### src/rtl/krl_pkg.sv
// ----------------------------------------------------------------------------
// krl_pkg
// Shared types and constants for the keyed attempt rate limiter.
// ----------------------------------------------------------------------------
package krl_pkg;

  localparam int KEY_W   = 64;
  localparam int COUNT_W = 16;
  localparam int TIME_W  = 32;
  localparam int ACT_W   = 2;
  localparam int CFG_IDX_W  = 2;
  localparam int CFG_DATA_W = 32;

  // action codes
  localparam logic [ACT_W-1:0] ACT_CHECK = 2'd0;
  localparam logic [ACT_W-1:0] ACT_FAIL  = 2'd1;
  localparam logic [ACT_W-1:0] ACT_CLEAR = 2'd2;

  // register indexes
  localparam logic [CFG_IDX_W-1:0] CFG_LIMIT_ENABLE  = 2'd0;
  localparam logic [CFG_IDX_W-1:0] CFG_MAX_ATTEMPTS  = 2'd1;
  localparam logic [CFG_IDX_W-1:0] CFG_WINDOW_LENGTH = 2'd2;

  localparam logic               RST_LIMIT_ENABLE  = 1'b0;
  localparam logic [COUNT_W-1:0] RST_MAX_ATTEMPTS  = 16'd5;
  localparam logic [TIME_W-1:0]  RST_WINDOW_LENGTH = 32'd300;

  localparam logic [COUNT_W-1:0] COUNT_MAX = '1;

  typedef struct packed {
    logic [KEY_W-1:0]   key;
    logic [COUNT_W-1:0] count;
    logic [TIME_W-1:0]  start;
  } entry_t;

  localparam int ENTRY_W = $bits(entry_t);

  typedef enum logic [2:0] {
    ST_IDLE,
    ST_SCAN,
    ST_HIT,
    ST_MISS,
    ST_EVICT,
    ST_NONE
  } state_t;

  typedef enum logic [1:0] {
    WR_NONE,
    WR_HIT,
    WR_NEW,
    WR_EVICT
  } wr_sel_t;

  typedef struct packed {
    logic    load;      // latch the input word
    logic    idx_clr;   // restart the table scan at entry 0
    logic    rd_issue;  // read the entry at the scan index, advance
    wr_sel_t wr_sel;
    logic    res_load;  // load the result register
    logic    res_hit;   // result comes from a matching entry
  } cmd_t;

  typedef struct packed {
    logic bypass;   // input word needs no table access
    logic is_fail;
    logic full;
    logic idx_end;  // scan index reached the fill count
    logic dv;       // read data valid this cycle
    logic match;
  } sts_t;

endpackage

### src/rtl/krl_ctrl.sv
// ----------------------------------------------------------------------------
// krl_ctrl
// Controller: sequences lookup scan, update, insert or eviction scan, and
// owns the result handshake.
// ----------------------------------------------------------------------------
module krl_ctrl (
  input  logic            clk,
  input  logic            rst_n,
  input  logic            in_valid,
  output logic            in_ready,
  output logic            out_valid,
  input  logic            out_ready,
  input  krl_pkg::sts_t   sts,
  output krl_pkg::cmd_t   cmd
);

  krl_pkg::state_t state_r;
  krl_pkg::state_t state_nxt;
  logic            out_valid_r;
  logic            out_valid_nxt;
  logic            accept;

  assign in_ready = (state_r == krl_pkg::ST_IDLE) && (!out_valid_r || out_ready);
  assign accept   = in_valid && in_ready;

  always_comb begin
    state_nxt = state_r;
    case (state_r)
      krl_pkg::ST_IDLE: begin
        if (accept) begin
          state_nxt = sts.bypass ? krl_pkg::ST_NONE : krl_pkg::ST_SCAN;
        end
      end
      krl_pkg::ST_SCAN: begin
        if (sts.match) begin
          state_nxt = krl_pkg::ST_HIT;
        end else if (sts.idx_end && !sts.dv) begin
          state_nxt = krl_pkg::ST_MISS;
        end
      end
      krl_pkg::ST_HIT:  state_nxt = krl_pkg::ST_IDLE;
      krl_pkg::ST_MISS: begin
        state_nxt = (sts.is_fail && sts.full) ? krl_pkg::ST_EVICT : krl_pkg::ST_IDLE;
      end
      krl_pkg::ST_EVICT: begin
        if (sts.idx_end && !sts.dv) begin
          state_nxt = krl_pkg::ST_IDLE;
        end
      end
      krl_pkg::ST_NONE: state_nxt = krl_pkg::ST_IDLE;
      default:          state_nxt = krl_pkg::ST_IDLE;
    endcase
  end

  always_comb begin
    cmd          = '0;
    cmd.wr_sel   = krl_pkg::WR_NONE;
    case (state_r)
      krl_pkg::ST_IDLE: begin
        cmd.load    = accept;
        cmd.idx_clr = accept;
      end
      krl_pkg::ST_SCAN: begin
        cmd.rd_issue = !sts.idx_end && !sts.match;
      end
      krl_pkg::ST_HIT: begin
        cmd.wr_sel   = krl_pkg::WR_HIT;
        cmd.res_load = 1'b1;
        cmd.res_hit  = 1'b1;
      end
      krl_pkg::ST_MISS: begin
        if (sts.is_fail && sts.full) begin
          cmd.idx_clr = 1'b1;
        end else begin
          cmd.res_load = 1'b1;
          if (sts.is_fail) begin
            cmd.wr_sel = krl_pkg::WR_NEW;
          end
        end
      end
      krl_pkg::ST_EVICT: begin
        cmd.rd_issue = !sts.idx_end;
        if (sts.idx_end && !sts.dv) begin
          cmd.wr_sel   = krl_pkg::WR_EVICT;
          cmd.res_load = 1'b1;
        end
      end
      krl_pkg::ST_NONE: begin
        cmd.res_load = 1'b1;
      end
      default: ;
    endcase
  end

  always_comb begin
    out_valid_nxt = out_valid_r;
    if (cmd.res_load) begin
      out_valid_nxt = 1'b1;
    end else if (out_ready) begin
      out_valid_nxt = 1'b0;
    end
  end

  always_ff @(posedge clk) begin
    if (!rst_n) begin
      state_r     <= krl_pkg::ST_IDLE;
      out_valid_r <= 1'b0;
    end else begin
      state_r     <= state_nxt;
      out_valid_r <= out_valid_nxt;
    end
  end

  assign out_valid = out_valid_r;

endmodule

### config.mk
export PLATFORM = sky130hd
export DESIGN_NAME = krl_ctrl
export DESIGN_NICKNAME = d
export VERILOG_FILES = /design/src/rtl/krl_pkg.sv /design/src/rtl/krl_ctrl.sv
export SDC_FILE = /design/constraint.sdc
export NUM_CORES = 1
export LEC_CHECK = 0
export BUFFER_PORTS_ARGS = -buffer_cell sky130_fd_sc_hd__buf_4
export CAP_MARGIN = 40
export CORE_AREA = 4 4 41 43
export DETAILED_ROUTE_END_ITERATION = 7
export DIE_AREA = 0 0 45 47
export PLACE_DENSITY_LB_ADDON = 0.15
export SYNTH_ARGS = -nofsm -noshare
export SYNTH_HDL_FRONTEND = slang
export SYNTH_SLANG_ARGS = --single-unit
### constraint.sdc
create_clock -name clk -period 1.8 [get_ports clk]
set_clock_uncertainty 0.1 [all_clocks]
set_input_delay 0.36 -clock clk [delete_from_list [all_inputs] [get_ports clk]]
set_output_delay 0.36 -clock clk [all_outputs]
set_load 0.03 [all_outputs]
==> flow_metrics.env <==
export IMPL_rsz0062_at_grt="true"
export IMPL_yosys_warnings=0
export IMPL_slew_headroom_pct=81.4
export IMPL_place_congestion=0.767
export IMPL_cts_tree="yes"
export IMPL_synth_edf_count=0
export IMPL_grt_max_degree=12
export IMPL_maxCapViolCount=0
export IMPL_syn_inst=45
export IMPL_vias=391
export IMPL_layout_common_cells="21 x buf_4, 4 x inv_1, 4 x nor2_1, 3 x clkbuf_4"
export IMPL_clk_latency_ns=0.23
export IMPL_mostFrequentLayoutCell="buf_4"
export IMPL_portBuffers=18
export IMPL_critPathKind="flop to output port"
export IMPL_overflow=0
export IMPL_grtUsageTotal_pct=9.95
export IMPL_dp_cells=78
export IMPL_viasPerCell=4.83
export IMPL_post_synth_and_or_nand_nor_area_fraction_pct=38.2
export IMPL_layout_nets=78
export IMPL_drive_above_1_share_pct=63.6
export IMPL_antenna_found_initial=0
export IMPL_core_um2=1300
export IMPL_clockBufferDepth=2
export IMPL_cts_setup_buffers=0
export IMPL_synth_mux_area_share_pct=2.86
export IMPL_fp_row_count=13
export IMPL_synth_top_family_by_area="simple AND/OR/NAND/NOR gates"
export IMPL_io_pins=19
export IMPL_dp_hpwl_um=701
export IMPL_power_density_nw_per_um2=738
export IMPL_fin_area_um2=611
export IMPL_antenna_cells=0
export IMPL_synth_adder_area_share_pct=0
export IMPL_fin_tns_setup_ns=-0.0755
export IMPL_cts_buffers=3
export IMPL_finalHoldViolations=0
export IMPL_fin_hold_ws_ns=0.254
export IMPL_drc=0
export IMPL_synth_xor_area_share_pct=0
export IMPL_synth_cell_types=29
export IMPL_worst_slew_pin_transition_ns=0.278
export IMPL_synth_async_reset_ratio_pct=0
export IMPL_end_kind="output port"
export IMPL_netlist_area_um2=350
export IMPL_die_height_um=47
export IMPL_violations="negative setup slack"
export IMPL_syn_avg_cell_area_um2=7.79
export IMPL_dpl_cell_area_um2=523
export IMPL_synth_seq_cells=4
export IMPL_initial_core_util_pct=26.9
export IMPL_drtPass1Iterations=2
export IMPL_grt_pass1_vias=353
export IMPL_synthFlopType="dfxtp_1"
export IMPL_cts_sinks=4
export IMPL_cp_start_kind="flop"
export IMPL_clockRootBuffer="clkbuf_4"
export IMPL_post_route_period_util_pct=104
export IMPL_layout_min_cycle_time_ns=1.88
export IMPL_drt_iter0_markers=1
export IMPL_clk_pin_slew_worst_paths_ns=0.04
export IMPL_synth_seq_area_share_pct=22.9
export IMPL_dieArea_um2=2120
export IMPL_cp_arrival_ns=1.42
export IMPL_grt_pass1_wl_um=1490
export IMPL_ant_nets=0
export IMPL_status="complete, but fails checks"
export IMPL_wl_per_cell_um=11.0
export IMPL_p_leak_uw=0.000272
export IMPL_holdCritPathClass="input port to flop"
export IMPL_die_w_um=45
export IMPL_htreeDepth=1
export IMPL_ir_drop_mv=0.538
export IMPL_synth_compound_gate_area_share_pct=23.6
export IMPL_required_ns=1.34
export IMPL_wl_um=888
export IMPL_area_growth_pct=74.3
export IMPL_syn_num_nets=55
export IMPL_setup_viol=1
export IMPL_fillers=135
export IMPL_fmax_ghz=0.533
export IMPL_cts_hold_buf=0
export IMPL_crit_path_max_fanout=2
export IMPL_worst_slack_ns=-0.0755
export IMPL_slew_viol_final=0
export IMPL_fin_cells=81
[worst max-delay path, stage by stage (launching register included)]
cell,delay [ns]
dfxtp_2,0.31
nor2b_4,0.12
nand2b_4,0.13
or3_4,0.32
a21oi_2,0.16
buf_6,0.14
[report_power, final]
part / total, uW / internal [uW] / switching [uW]
sequential: 121 / 100 / 20.5
combinational: 221 / 108 / 112
clock: 109 / 74.5 / 34.7
[logic make-up after synthesis]
group	after synthesis
multiplexers	1
AO/OA/AOI/OAI	11
AND/OR/NAND/NOR	21
buffers and inverters	8
flip-flops	4
[final cells by class]
type | instances | area [um2] | share of cell area [%]
Clock buffer | 3 | 22.5 | 3.69
Inverter | 4 | 15.0 | 2.46
Multi-Input combinational cell | 33 | 295 | 48.4
Sequential cell | 4 | 90.1 | 14.8
Tap cell | 15 | 18.8 | 3.07
Timing Repair Buffer | 22 | 169 | 27.7
[layer usage]
layer  vias up  wire length, um  global-route usage [%]
li1        206                -                       -
met1       173              400                    13.4
met2        12              419                    13.6
met3         0               68                    3.83
met4         0                0                    5.26
met5         -                0                       0
[per-stage QoR]
stage          util, %  total power (uW)  setup WS (ns)
2_1_floorplan        -               250        -0.0665
3_3_place_gp      40.2               323         0.0618
3_5_place_dp      40.2               320         0.0928
4_1_cts           43.7               447        -0.0575
5_1_grt           46.9               485         -0.121
6_report          46.9               451        -0.0755
[flip-flops by register name, indices dropped and copies added, names as in the netlist]
register   flops
state_r        3
out_valid      1
[worst paths after layout]
path / start / endpoint / slack, ns / depth (start not counted)
worst min register to register: state_r[2] / state_r[2] / 0.46 / 2
worst max register to register: state_r[1] / state_r[2] / 0.45 / 4
worst max-delay path: out_valid / cmd[5] / -0.08 / 5
worst min-delay path: rst_n / out_valid / 0.25 / 2
[Yosys cell counts (2+ instances only)]
library cell  number  area, um2
nor2b_1            2       12.5
buf_2              2       10.0
dfxtp_1            4       80.1
nand2b_1           2       12.5
a21oi_1            3       15.0
o21ai_0            2       10.0
nor2_1             4       15.0
inv_1              4       15.0
nand2_1            2       7.51
[timing repair]
| item | in CTS | in global routing |
|---|---|---|
| endpoints found under the setup margin | 4 | 6 |
| pin swaps | 1 | 2 |
| resized for setup | 7 | 9 |
Note: power is estimated with default switching activity, not from simulation.
